--- config.mk ---
export PLATFORM = sky130hd
export DESIGN_NAME = line_substring_filter
export DESIGN_NICKNAME = d
export VERILOG_FILES = /design/src/rtl/core/lsf_pkg.sv /design/src/rtl/core/lsf_cfg_regs.sv /design/src/rtl/core/lsf_line_engine.sv /design/src/rtl/core/line_substring_filter.sv
export SDC_FILE = /design/constraint.sdc
export NUM_CORES = 1
export LEC_CHECK = 0
export BUFFER_PORTS_ARGS = -buffer_cell sky130_fd_sc_hd__buf_2
export CORE_UTILIZATION = 60
export DETAILED_ROUTE_END_ITERATION = 7
export PLACE_DENSITY = 0.74
export SLEW_MARGIN = 5
export SYNTH_ARGS = -nofsm -noshare
export SYNTH_HDL_FRONTEND = slang
export SYNTH_SLANG_ARGS = --single-unit
--- constraint.sdc ---
create_clock -name clk -period 14.3 [get_ports clk]
set_input_delay 2.86 -clock clk [delete_from_list [all_inputs] [get_ports clk]]
set_output_delay 2.86 -clock clk [all_outputs]
set_load 0.05 [all_outputs]
--- src/rtl/core/lsf_pkg.sv ---
package lsf_pkg;

    // Fixed field widths of the transactions
    localparam int ByteWidth       = 8;
    localparam int KeptLengthWidth = 9;
    localparam int PlenWidth       = 6;
    localparam int PatternSlots    = 32;
    localparam int WordBytes       = 8;
    localparam int PatternWords    = PatternSlots / WordBytes;
    localparam int WordWidth       = WordBytes * ByteWidth;
    localparam int IndexWidth      = 3;

    localparam logic [ByteWidth-1:0]       NewlineChar  = 8'd10;
    localparam logic [KeptLengthWidth-1:0] KeptFieldMax = 9'h1FF;

    // Register indexes
    localparam logic [IndexWidth-1:0] RegPatternLength = 3'd0;
    localparam logic [IndexWidth-1:0] RegPatternWord0  = 3'd1;
    localparam logic [IndexWidth-1:0] RegPatternWord1  = 3'd2;
    localparam logic [IndexWidth-1:0] RegPatternWord2  = 3'd3;
    localparam logic [IndexWidth-1:0] RegPatternWord3  = 3'd4;

    typedef struct packed {
        logic [ByteWidth-1:0] text_byte;
        logic                 end_of_input;
    } item_t;

    typedef struct packed {
        logic                       line_matched;
        logic [KeptLengthWidth-1:0] kept_length;
        logic                       line_empty;
    } result_t;

    // Pattern as seen by the window compare: slot j holds pattern byte plen-1-j
    typedef struct packed {
        logic [PlenWidth-1:0]                    plen;
        logic [PatternSlots-1:0]                 slot_used;
        logic [PatternSlots-1:0][ByteWidth-1:0]  aligned;
    } match_cfg_t;

endpackage

--- src/rtl/core/lsf_cfg_regs.sv ---
module lsf_cfg_regs #(
    parameter int PATTERN_MAX = 32
) (
    input  logic                                    clk,
    input  logic                                    rst_n,
    input  logic                                    write_enable,
    input  logic [lsf_pkg::IndexWidth-1:0]          register_index,
    input  logic [lsf_pkg::WordWidth-1:0]           write_data,
    output lsf_pkg::match_cfg_t                     match_cfg
);

    logic [lsf_pkg::PlenWidth-1:0]                                  plen_reg;
    logic [lsf_pkg::PatternWords-1:0][lsf_pkg::WordWidth-1:0]       pattern_reg;
    logic [lsf_pkg::PatternSlots-1:0][lsf_pkg::ByteWidth-1:0]       pattern_bytes;
    logic [lsf_pkg::PlenWidth-1:0]                                  plen_eff;

    // Register writes; unknown indexes are dropped
    always_ff @(posedge clk or negedge rst_n)
    begin
        if (!rst_n)
        begin
            plen_reg    <= '0;
            pattern_reg <= '0;
        end
        else if (write_enable)
        begin
            case (register_index)
                lsf_pkg::RegPatternLength: plen_reg       <= write_data[lsf_pkg::PlenWidth-1:0];
                lsf_pkg::RegPatternWord0:  pattern_reg[0] <= write_data;
                lsf_pkg::RegPatternWord1:  pattern_reg[1] <= write_data;
                lsf_pkg::RegPatternWord2:  pattern_reg[2] <= write_data;
                lsf_pkg::RegPatternWord3:  pattern_reg[3] <= write_data;
                default:                   ;
            endcase
        end
    end

    assign pattern_bytes = pattern_reg;

    // Oversized lengths clamp to the window depth
    assign plen_eff = (plen_reg > lsf_pkg::PlenWidth'(PATTERN_MAX))
                    ? lsf_pkg::PlenWidth'(PATTERN_MAX) : plen_reg;

    // Reverse the pattern against the window: newest byte meets the last pattern byte.
    // Static between writes, so it sits off the per-byte path.
    always_comb
    begin
        logic [lsf_pkg::PlenWidth-1:0] idx;
        match_cfg.plen = plen_eff;
        for (int j = 0; j < lsf_pkg::PatternSlots; j++)
        begin
            idx = plen_eff - lsf_pkg::PlenWidth'(1) - lsf_pkg::PlenWidth'(j);
            match_cfg.slot_used[j] = lsf_pkg::PlenWidth'(j) < plen_eff;
            match_cfg.aligned[j]   = pattern_bytes[idx[4:0]];
        end
    end

    a_plen_bounded: assert property (@(posedge clk) disable iff (!rst_n)
        match_cfg.plen <= lsf_pkg::PlenWidth'(PATTERN_MAX))
        else $error("effective pattern length above window depth");

endmodule

--- src/rtl/core/lsf_line_engine.sv ---
module lsf_line_engine #(
    parameter int LINE_MAX    = 256,
    parameter int PATTERN_MAX = 32
) (
    input  logic                 clk,
    input  logic                 rst_n,
    input  logic                 advance,
    input  lsf_pkg::item_t       item,
    input  lsf_pkg::match_cfg_t  match_cfg,
    output lsf_pkg::result_t     result
);

    localparam int KW = $clog2(LINE_MAX + 1);
    localparam int CW = (KW > lsf_pkg::KeptLengthWidth) ? KW : lsf_pkg::KeptLengthWidth;
    localparam int SW = ((KW > lsf_pkg::PlenWidth) ? KW : lsf_pkg::PlenWidth) + 1;

    logic [PATTERN_MAX-1:0][lsf_pkg::ByteWidth-1:0] window_reg;
    logic [PATTERN_MAX-1:0][lsf_pkg::ByteWidth-1:0] window_next;
    logic [KW-1:0]  kept_reg;
    logic [KW-1:0]  kept_next;
    logic           any_seen_reg;
    logic           any_seen_next;
    logic           found_reg;
    logic           found_next;

    logic           closes;
    logic           kept_full;
    logic           keep_byte;
    logic           slots_equal;
    logic           enough_bytes;
    logic           hit;
    logic [CW-1:0]  kept_ext;

    assign closes    = item.end_of_input || (item.text_byte == lsf_pkg::NewlineChar);
    assign kept_full = kept_reg >= KW'(LINE_MAX);
    assign keep_byte = !closes && !kept_full;

    // Window after shifting in the current byte
    always_comb
    begin
        window_next[0] = item.text_byte;
        for (int j = 1; j < PATTERN_MAX; j++)
        begin
            window_next[j] = window_reg[j-1];
        end
    end

    // Parallel compare of every in-use slot
    always_comb
    begin
        slots_equal = 1'b1;
        for (int j = 0; j < PATTERN_MAX; j++)
        begin
            if (match_cfg.slot_used[j] && (window_next[j] != match_cfg.aligned[j]))
            begin
                slots_equal = 1'b0;
            end
        end
    end

    assign enough_bytes = (SW'(kept_reg) + SW'(1)) >= SW'(match_cfg.plen);
    assign hit = (match_cfg.plen == '0) || (enough_bytes && slots_equal);

    // Line state update
    always_comb
    begin
        kept_next     = kept_reg;
        any_seen_next = any_seen_reg;
        found_next    = found_reg;
        if (closes)
        begin
            kept_next     = '0;
            any_seen_next = 1'b0;
            found_next    = 1'b0;
        end
        else
        begin
            any_seen_next = 1'b1;
            if (keep_byte)
            begin
                kept_next = kept_reg + KW'(1);
                if (hit)
                begin
                    found_next = 1'b1;
                end
            end
        end
    end

    always_ff @(posedge clk or negedge rst_n)
    begin
        if (!rst_n)
        begin
            kept_reg     <= '0;
            any_seen_reg <= 1'b0;
            found_reg    <= 1'b0;
        end
        else if (advance)
        begin
            kept_reg     <= kept_next;
            any_seen_reg <= any_seen_next;
            found_reg    <= found_next;
        end
    end

    // Window is payload: only slots covered by the kept count are ever compared
    always_ff @(posedge clk)
    begin
        if (advance && keep_byte)
        begin
            window_reg <= window_next;
        end
    end

    // Result of the line closed by the current transaction
    assign kept_ext = CW'(kept_reg);
    assign result.line_matched = found_reg || (match_cfg.plen == '0);
    assign result.kept_length  = (kept_ext > CW'(lsf_pkg::KeptFieldMax))
                               ? lsf_pkg::KeptFieldMax
                               : kept_ext[lsf_pkg::KeptLengthWidth-1:0];
    assign result.line_empty   = !any_seen_reg;

    a_kept_bounded: assert property (@(posedge clk) disable iff (!rst_n)
        kept_reg <= KW'(LINE_MAX))
        else $error("kept count beyond line limit");

    a_found_needs_byte: assert property (@(posedge clk) disable iff (!rst_n)
        found_reg |-> (any_seen_reg && kept_reg != '0))
        else $error("found flag set on a line with no kept byte");

endmodule

--- src/rtl/core/line_substring_filter.sv ---
// Channel | Direction | Handshake                 | Payload
// item    | in        | item_valid / item_stall   | lsf_pkg::item_t (text_byte, end_of_input)
// result  | out       | result_valid / result_stall | lsf_pkg::result_t
// config  | in        | write_enable              | register_index, write_data
//
// One byte per cycle while no line close is held at the output: a transaction is registered,
// then compared against the pattern window and folded into the line state as the stage advances.
// A line close passes the stage register, then raises result_valid from an output register.
// Reset (rst_n, asynchronous) clears the line state, the pattern and both stage valids.
// item_stall rises only when a line close waits behind a stalled, full result register.
module line_substring_filter #(
    parameter int LINE_MAX    = 256,
    parameter int PATTERN_MAX = 32
) (
    input  logic                           clk,
    input  logic                           rst_n,
    input  logic                           item_valid,
    output logic                           item_stall,
    input  lsf_pkg::item_t                 item,
    output logic                           result_valid,
    input  logic                           result_stall,
    output lsf_pkg::result_t               result,
    input  logic                           write_enable,
    input  logic [lsf_pkg::IndexWidth-1:0] register_index,
    input  logic [lsf_pkg::WordWidth-1:0]  write_data
);

    lsf_pkg::match_cfg_t match_cfg;
    lsf_pkg::item_t      stage_item_reg;
    logic                stage_valid_reg;
    logic                stage_valid_next;
    lsf_pkg::result_t    engine_result;
    lsf_pkg::result_t    result_reg;
    logic                result_valid_reg;
    logic                result_valid_next;
    logic                stage_closes;
    logic                result_free;
    logic                stage_advance;
    logic                item_accept;

    lsf_cfg_regs #(
        .PATTERN_MAX (PATTERN_MAX)
    ) u_cfg_regs (
        .clk            (clk),
        .rst_n          (rst_n),
        .write_enable   (write_enable),
        .register_index (register_index),
        .write_data     (write_data),
        .match_cfg      (match_cfg)
    );

    lsf_line_engine #(
        .LINE_MAX    (LINE_MAX),
        .PATTERN_MAX (PATTERN_MAX)
    ) u_line_engine (
        .clk       (clk),
        .rst_n     (rst_n),
        .advance   (stage_advance),
        .item      (stage_item_reg),
        .match_cfg (match_cfg),
        .result    (engine_result)
    );

    // Stage handshake: plain bytes always move on, closes need room at the output
    assign stage_closes  = stage_item_reg.end_of_input
                        || (stage_item_reg.text_byte == lsf_pkg::NewlineChar);
    assign result_free   = !result_valid_reg || !result_stall;
    assign stage_advance = stage_valid_reg && (!stage_closes || result_free);
    assign item_stall    = stage_valid_reg && !stage_advance;
    assign item_accept   = item_valid && !item_stall;

    always_comb
    begin
        stage_valid_next = stage_valid_reg;
        if (item_accept)
        begin
            stage_valid_next = 1'b1;
        end
        else if (stage_advance)
        begin
            stage_valid_next = 1'b0;
        end
    end

    always_comb
    begin
        result_valid_next = result_valid_reg;
        if (stage_advance && stage_closes)
        begin
            result_valid_next = 1'b1;
        end
        else if (!result_stall)
        begin
            result_valid_next = 1'b0;
        end
    end

    always_ff @(posedge clk or negedge rst_n)
    begin
        if (!rst_n)
        begin
            stage_valid_reg  <= 1'b0;
            result_valid_reg <= 1'b0;
        end
        else
        begin
            stage_valid_reg  <= stage_valid_next;
            result_valid_reg <= result_valid_next;
        end
    end

    // Payload registers
    always_ff @(posedge clk)
    begin
        if (item_accept)
        begin
            stage_item_reg <= item;
        end
        if (stage_advance && stage_closes)
        begin
            result_reg <= engine_result;
        end
    end

    assign result_valid = result_valid_reg;
    assign result       = result_reg;

    a_stall_only_on_blocked_close: assert property (@(posedge clk) disable iff (!rst_n)
        item_stall |-> (stage_valid_reg && stage_closes && result_valid_reg && result_stall))
        else $error("input stalled without a blocked line close");

    a_result_from_close: assert property (@(posedge clk) disable iff (!rst_n)
        $rose(result_valid_reg) |-> $past(stage_advance && stage_closes))
        else $error("result raised without a line close");

    a_result_not_overwritten: assert property (@(posedge clk) disable iff (!rst_n)
        (result_valid_reg && result_stall) |-> !(stage_advance && stage_closes))
        else $error("line close overwrote a held result");

endmodule

---- Word level (Yosys, flattened, before mapping) ----
Cells that the tools add are included.
word-level totals
  bits in registers ....................... 543
  bits of input ports ..................... 81
  output and inout bits ................... 13
  logic and storage cells ................. 356
operators by class
  add/sub/neg operators ................... 34
  reduce and logical (&&, ||, !) cells .... 63
  equality and inequality tests ........... 38
  muxes and demuxes ....................... 107
  order comparisons ....................... 68
operators with widths
  cell                                                                   count
  8-bit binary-select mux with 5-bit select                              32
  8-bit two-way mux                                                      32
  8-bit != test                                                          32
  5-bit by 6-bit < comparator with 1-bit output, second input constant   32
  5-bit by 6-bit < comparator with 1-bit output, first input constant    16
  5-bit subtractor, second input constant                                16
  4-bit by 6-bit < comparator with 1-bit output, first input constant    8
  1-bit two-way mux                                                      40
  5-bit by 4-bit subtractor with 5-bit output, second input constant     8
  1-bit logical AND                                                      39
  3-bit by 6-bit < comparator with 1-bit output, first input constant    4
  5-bit by 3-bit subtractor with 5-bit output, second input constant     4
  9-bit two-way mux                                                      2
  1-bit by 6-bit < comparator with 1-bit output, first input constant    2
  2-bit by 6-bit < comparator with 1-bit output, first input constant    2
  2-bit AND reduction                                                    6
  9-bit by 1-bit adder with 10-bit output, second input constant         1
  10-bit by 6-bit >= comparator with 1-bit output                        1
  5-bit by 1-bit subtractor with 5-bit output, second input constant     2
  5-bit by 2-bit subtractor with 5-bit output, second input constant     2
  9-bit by 1-bit adder with 9-bit output, second input constant          1
  9-bit >= comparator, second input constant                             1
  9-bit > comparator, second input constant                              1
  8-bit by 4-bit equality test with 1-bit output, second input constant  1
  12 further kinds                                                       25

---- Depth between registers and ports, before layout ----
  word-level depth ........................ 44
  depth in mapped cells ................... 30
  depth with buffers taken out ............ 17

---- Hierarchy ----
Synthesis repeated with hierarchy kept, for this count alone.
unflattened totals
  cells, all modules ...................... 3132
  area total of the unflattened synthesis .. 38977.4 um^2
modules (own cells, without submodules)
  module                 sequential area each (um^2)  instances  area each (um^2)  cells each
  lsf_cfg_regs           6556.3                       1          27112.3           2387
  lsf_line_engine        7722.4                       1          11141.9           710
  line_substring_filter  650.6                        1          723.2             35

---- Worst setup path after synthesis ----
OpenSTA, ideal clock, no wires.
  path kind ............................... flip-flop to flip-flop
  from .................................... reg stage_item_reg[5] (netlist name)
  to ...................................... reg u_line_engine.window_reg, in the netlist u_line_engine.window_next[100], enable pin
  buffers on the path ..................... 1
  clock period less this slack ............ 7983 ps
  slack ................................... 6317 ps
  required time ........................... 12155 ps
  arrival time ............................ 5838 ps
  library setup time ...................... 2145 ps
  cell stages (with the launch flop) ...... 7
  path through ............................ edfxtp_1 > nor4_1 > a21oi_1 > nand2_1 > or2_2 > clkbuf_1 > clkinv_1
on the way
  cells in the longest elaborated chain, start to end .. 6
  elaborated cells between the ends (all ways) .. 7
  classes of those cells .................. eq/ne (1); reduce/logical (6)
ends and longest elaborated chain
  element                                             line                                                text
  start: declaration                                  line_substring_filter.sv:29                         lsf_pkg::item_t stage_item_reg;
  start signal: assignment                            line_substring_filter.sv:117                        stage_item_reg <= item;
  8-bit by 4-bit equality test with 1-bit output (*)  lsf_line_engine.sv:34, line_substring_filter.sv:66
  1-bit logical OR (*)                                lsf_line_engine.sv:34, line_substring_filter.sv:66
  1-bit logical NOT (*)                               lsf_line_engine.sv:36, line_substring_filter.sv:68
  1-bit logical OR                                    line_substring_filter.sv:68                         assign stage_advance = stage_valid_reg && (!stage_closes || result_free);
  1-bit logical AND                                   line_substring_filter.sv:68
  1-bit logical AND (*)                               lsf_line_engine.sv:109                              if (advance && keep_byte)
  end signal: assignment                              lsf_line_engine.sv:111                              window_reg <= window_next;
  end: declaration                                    lsf_line_engine.sv:17                               logic [PATTERN_MAX-1:0][lsf_pkg::ByteWidth-1:0] window_reg;
Every way passes the cells marked *; elsewhere a longest branch is shown, timed or not.
A chain may end at the register's enable or synchronous reset.

---- Final worst setup path ----
  from .................................... reg u_cfg_regs.plen_reg[5] (netlist name)
  to ...................................... reg u_line_engine.found_reg
on the way
  cells in the longest elaborated chain, start to end .. 43
  elaborated cells between the ends (all ways) .. 232
  classes of those cells .................. add/sub (32); order compare (34); eq/ne (32); mux (97); reduce/logical (37)
ends and longest elaborated chain
  element                                                                                                          line                                       text
  start: declaration                                                                                               lsf_cfg_regs.sv:12                         logic [lsf_pkg::PlenWidth-1:0] plen_reg;
  start signal: assignment                                                                                         lsf_cfg_regs.sv:28                         lsf_pkg::RegPatternLength: plen_reg <= write_data[lsf_pkg::PlenWidth-1:0];
  6-bit > comparator                                                                                               lsf_cfg_regs.sv:41                         assign plen_eff = (plen_reg > lsf_pkg::PlenWidth'(PATTERN_MAX))
  6-bit two-way mux (*)                                                                                            lsf_cfg_regs.sv:42                         ? lsf_pkg::PlenWidth'(PATTERN_MAX) : plen_reg;
  5-bit by 1-bit subtractor with 5-bit output                                                                      lsf_cfg_regs.sv:52                         idx = plen_eff - lsf_pkg::PlenWidth'(1) - lsf_pkg::PlenWidth'(j);
  5-bit by 1-bit subtractor with 5-bit output / 8-bit binary-select mux with 5-bit select (equally long branches)  lsf_cfg_regs.sv:52, lsf_cfg_regs.sv:54
  8-bit binary-select mux with 5-bit select / 8-bit two-way mux (equally long branches)                            lsf_cfg_regs.sv:54                         match_cfg.aligned[j] = pattern_bytes[idx[4:0]];
  8-bit two-way mux (not written as such) / 8-bit != test (equally long branches)                                  lsf_cfg_regs.sv:54, lsf_line_engine.sv:54
  8-bit != test / 1-bit logical AND (equally long branches)                                                        lsf_line_engine.sv:54                      if (match_cfg.slot_used[j] && (window_next[j] != match_cfg.aligned[j]))
  1-bit logical AND / 1-bit two-way mux (equally long branches)                                                    lsf_line_engine.sv:54
  1-bit two-way mux (31 in series)                                                                                 lsf_line_engine.sv:54
  1-bit logical AND                                                                                                lsf_line_engine.sv:62                      assign hit = (match_cfg.plen == '0) || (enough_bytes && slots_equal);
  1-bit logical OR (*)                                                                                             lsf_line_engine.sv:62
  2-bit nonzero test (no source line) (*)                                                                          n/a
  3-bit AND reduction (no source line) (*)                                                                         n/a
  end signal: assignment                                                                                           lsf_line_engine.sv:102                     found_reg <= found_next;
  end: declaration                                                                                                 lsf_line_engine.sv:23                      logic found_reg;
Every way passes the cells marked *; elsewhere a longest branch is shown, timed or not. The select of a mux whose other input is x is not followed.

==> summary.md <==
| Metric | Value |
|---|---|
| Status | finished, violations left |
| Violated checks | capacitance limit |
| WL/cell | 41.9 um |
| Rows | 97 |
| Worst skew pair latency | around 0.67 ns |
| # IOs | between 90 and 100 |
| Hold Crit Depth | 0 |
| Flip-flop and latch count after synthesis | between 500 and 600 |
| Bufs and invs on worst path | 4 |
| Worst EP arrival | 8.33 ns |
| CP top delay family | buffers and inverters |
| Startpoint Class | flip-flop |
| Most frequent cell after synthesis | mux2i_1 |
| Final Cycle Share | 0.541 |
| Post-CTS Repair Setup Buffers | 0 |
| Pwr Density | 268 nW/um^2 |
| Netlist cell types | between 100 and 150 |
| Rel. slew slack | 0.00484 |
| Endpoints failing hold | 0 |
| Die W | 268 um |
| Least-Margin Pin Slew | approximately 1.5 ns |
| Post-synthesis sequential area ratio | 0.351 |
| GP Congestion | approximately 1.1 |
| Antenna viol nets, final | 0 |
| Die Y | 268 um |
| Tot Pwr | roughly 0.012 W |
| Mapped Area | 42500 um^2 |
| Flop2flop setup slack | approximately 6.6 ns |
| Ys Warns | 0 |
| Max FFs per register | about 260 |
| Total Wirelength | about 200000 um |
| Nets | 3750 |
| Total track usage | 0.540 |
| Setup violations, final | 0 |
| Worst VDD drop | approximately 0.17 mV |
| Leakage | approximately 18 nW |
| Die Footprint | between 70000 and 80000 um^2 |
| Synth Area in XOR/XNOR | 0.0890 |
| DP Area | ~44000 um^2 |
| Worst Hold Path EP | u_line_engine.window_next[38] |
| Total CTS buffers | 60 |
| R2R depth | 18 |
| Area share of the largest cell type after synthesis | 0.189 |
| Asr flop ratio synth | 0.506 |
| HPWL after DPL | about 150000 um |
| Max-slew violations | 0 |
| Post-synthesis adder-cell area fraction | 0.00559 |
| Minimum clock period | ~7.7 ns |
| Syn Nets | about 3800 |
| Synthesized area per cell | ~12 um^2 |
| Hold Slack | roughly 0.47 ns |
| Crit path max-delay cell type | o21ai_0 |
| Clock Path Buffers | 3 |
| Initial antenna violation count | 26 |
| Top cells by count, synth | mux2i_1 (497), mux2_2 (304), dfrtp_1 (275) |
| Yosys top cell by area | edfxtp_1 |
| MaxCap Viol Count | 1 |
| Worst path depth | 18 |
| Vias | 36900 |
| Final clock skew | about 0.03 ns |
| Layout cell share with drive strength beyond 1 | 0.249 |
| Design Area, Final | 45800 um^2 |
| Vias per inst | just under 8 |
| Vias in the first global route | about 34000 |
| Cts hold-fix bufs | 0 |
| DR iter-0 viols | approximately 6600 |
| Crit-path max cell delay | approximately 0.84 ns |
| Worst R2R Start | u_cfg_regs.plen_reg[5] |
| H-Tree Depth | 2 |
| Pin count of the biggest net entering global routing | approximately 110 |
| Critical Path Sink Type | flip-flop |
| # clock sinks | ~540 |
| Number of flops mapped to enable cells by yosys | ~270 |
| Largest family of logic cells by synthesized area | multiplexers |
| FMAX | between 0.1 and 0.15 GHz |
| Core area | 70000 um^2 |
| Synth Area in Compound Gates | 0.115 |
| Fin Setup TNS | 0 ns |
| CP cell instances | nand2b_4, buf_4, inv_6, ha_4, buf_4, ha_1, inv_1, nand4_2, nand2_2, mux4_2, mux2i_1, xor2_1, nor3_1, o22ai_1, o21ai_0, o21a_1, a41oi_1, nor3_1 |
| Syn Inst Count | 3661 |
| Hold_sp | u_line_engine.window_next[30] |
| Post_cts resized | 0 |
| Port Buf Inserts | 93 |
| Ys flop type | dfrtp_1 |
| Critical path class | reg -> reg |
| Drt first pass iters | 7 |
| Clock Pin Slew Worst Setup and Hold Paths | approximately 0.070 ns |
| Starting Density | 0.607 |
| Crit-path max FO | 52 |
| Syn-to-layout area delta | 7.63% |
| Worst Path Required | between 10 and 15 ns |
| Hold Crit Class | reg -> reg |
| Synth top area cells | edfxtp_1 (19%), dfrtp_1 (16%), mux4_2 (12%) |
| CTS tree | done |
| First-pass GRT wire length | ~270000 um |
| Post-synthesis simple-gate area fraction | 0.0848 |
| Gr ovfl total | 0 |
| Drt drc | 0 |
| RSZ-0062 raised after global routing | no |
| Multiplexer area fraction after synthesis | 0.316 |
| CTS Root Buffer Type | clkbuf_16 |
| Reg2reg end | u_line_engine.found_reg |
==> area by class of cell <==
class	count	area, um^2
clock inverters	35	383
multi-input cells	2806	26100
fillers	5438	24300
flip-flops and latches	543	14900
well taps	940	1180
clock buffers	77	1660
repair buffers	199	1270
diodes	19	47.5
inverters	40	169
==> layer usage <==
layer	vias to the layer above	GRT usage	share of wire
met4	10	0.372	0.085
met2	3489	0.733	0.40
li1	14300	-	-
met1	18300	0.672	0.35
met5	-	0.00203	0.00031
met3	815	0.260	0.17
==> placed cells by master, fill, tap and decap left out, types with 23 or more instances in the layout <==
| cell type | instances |
|---|---|
| a211oi_1 | 32 |
| a21oi_1 | 70 |
| a221oi_1 | 28 |
| a22o_1 | 24 |
| a22oi_1 | 42 |
| a2bb2oi_1 | 25 |
| a31oi_1 | 25 |
| buf_2 | 92 |
| buf_4 | 106 |
| clkbuf_16 | 62 |
| dfrtp_1 | 273 |
| edfxtp_1 | 268 |
| inv_1 | 31 |
| mux2_2 | 304 |
| mux2i_1 | 496 |
| mux4_2 | 222 |
| nand2_1 | 180 |
| nand3_1 | 93 |
| nand4_1 | 45 |
| nor2_1 | 101 |
| nor3_1 | 37 |
| nor3b_1 | 23 |
| nor4_1 | 39 |
| o211ai_1 | 57 |
| o21ai_0 | 103 |
| o22ai_1 | 55 |
| xnor2_1 | 226 |
| xor2_1 | 190 |
==> logic make-up (layout without fill, tap and decap cells) <==
kind of cell,Yosys count,count (layout)
other,0,19
multiplexers,1026,1026
flip-flops,543,543
XOR/XNOR,425,425
AND/OR/NAND/NOR,675,675
buffers and inverters,312,351
AO/OA/AOI/OAI,661,661
adder cells (fa/ha/maj),19,19
==> stage by stage <==
step                      setup WS (ns)   util  instances
after detailed placement           6.95  0.624       4528
after global placement             6.95  0.623       4526
after floorplan                    6.32      -       3661
after global routing               6.44  0.653       4652
after CTS                          6.89  0.653       4640
final                              6.56  0.654       4659
==> report_power, final <==
part           switching (W)  total (W)  internal, W  leakage [nW]
combinational        0.00550    0.00839      0.00289          10.8
clock               0.000732    0.00165     0.000919         0.995
sequential          0.000372    0.00223      0.00185          5.84
==> worst max-delay path by stage <==
stage	to	startpoint	slack, ns
after global routing	u_line_engine.found_reg	u_cfg_regs.plen_reg[0]	6.44
after global placement	u_line_engine.found_reg	u_cfg_regs.plen_reg[0]	6.95
after detailed placement	u_line_engine.found_reg	u_cfg_regs.plen_reg[0]	6.95
final	u_line_engine.found_reg	u_cfg_regs.plen_reg[5]	6.56
after CTS	u_line_engine.found_reg	u_cfg_regs.plen_reg[0]	6.89
after floorplan	u_line_engine.window_next[100]	stage_item_reg[5]	6.32
==> worst reg2reg max path, stage by stage, from the launching register on <==
cell and delay (ns):
dfrtp_4 0.71, nand2b_4 0.22, buf_4 0.57, inv_6 0.33, ha_4 0.55, buf_4 0.74
ha_1 0.40, inv_1 0.09, nand4_2 0.22, nand2_2 0.63, mux4_2 0.55, mux2i_1 0.70
xor2_1 0.14, nor3_1 0.25, o22ai_1 0.17, o21ai_0 0.84, o21a_1 0.22, a41oi_1 0.11
nor3_1 0.19
(Power assumes the default switching activity.)
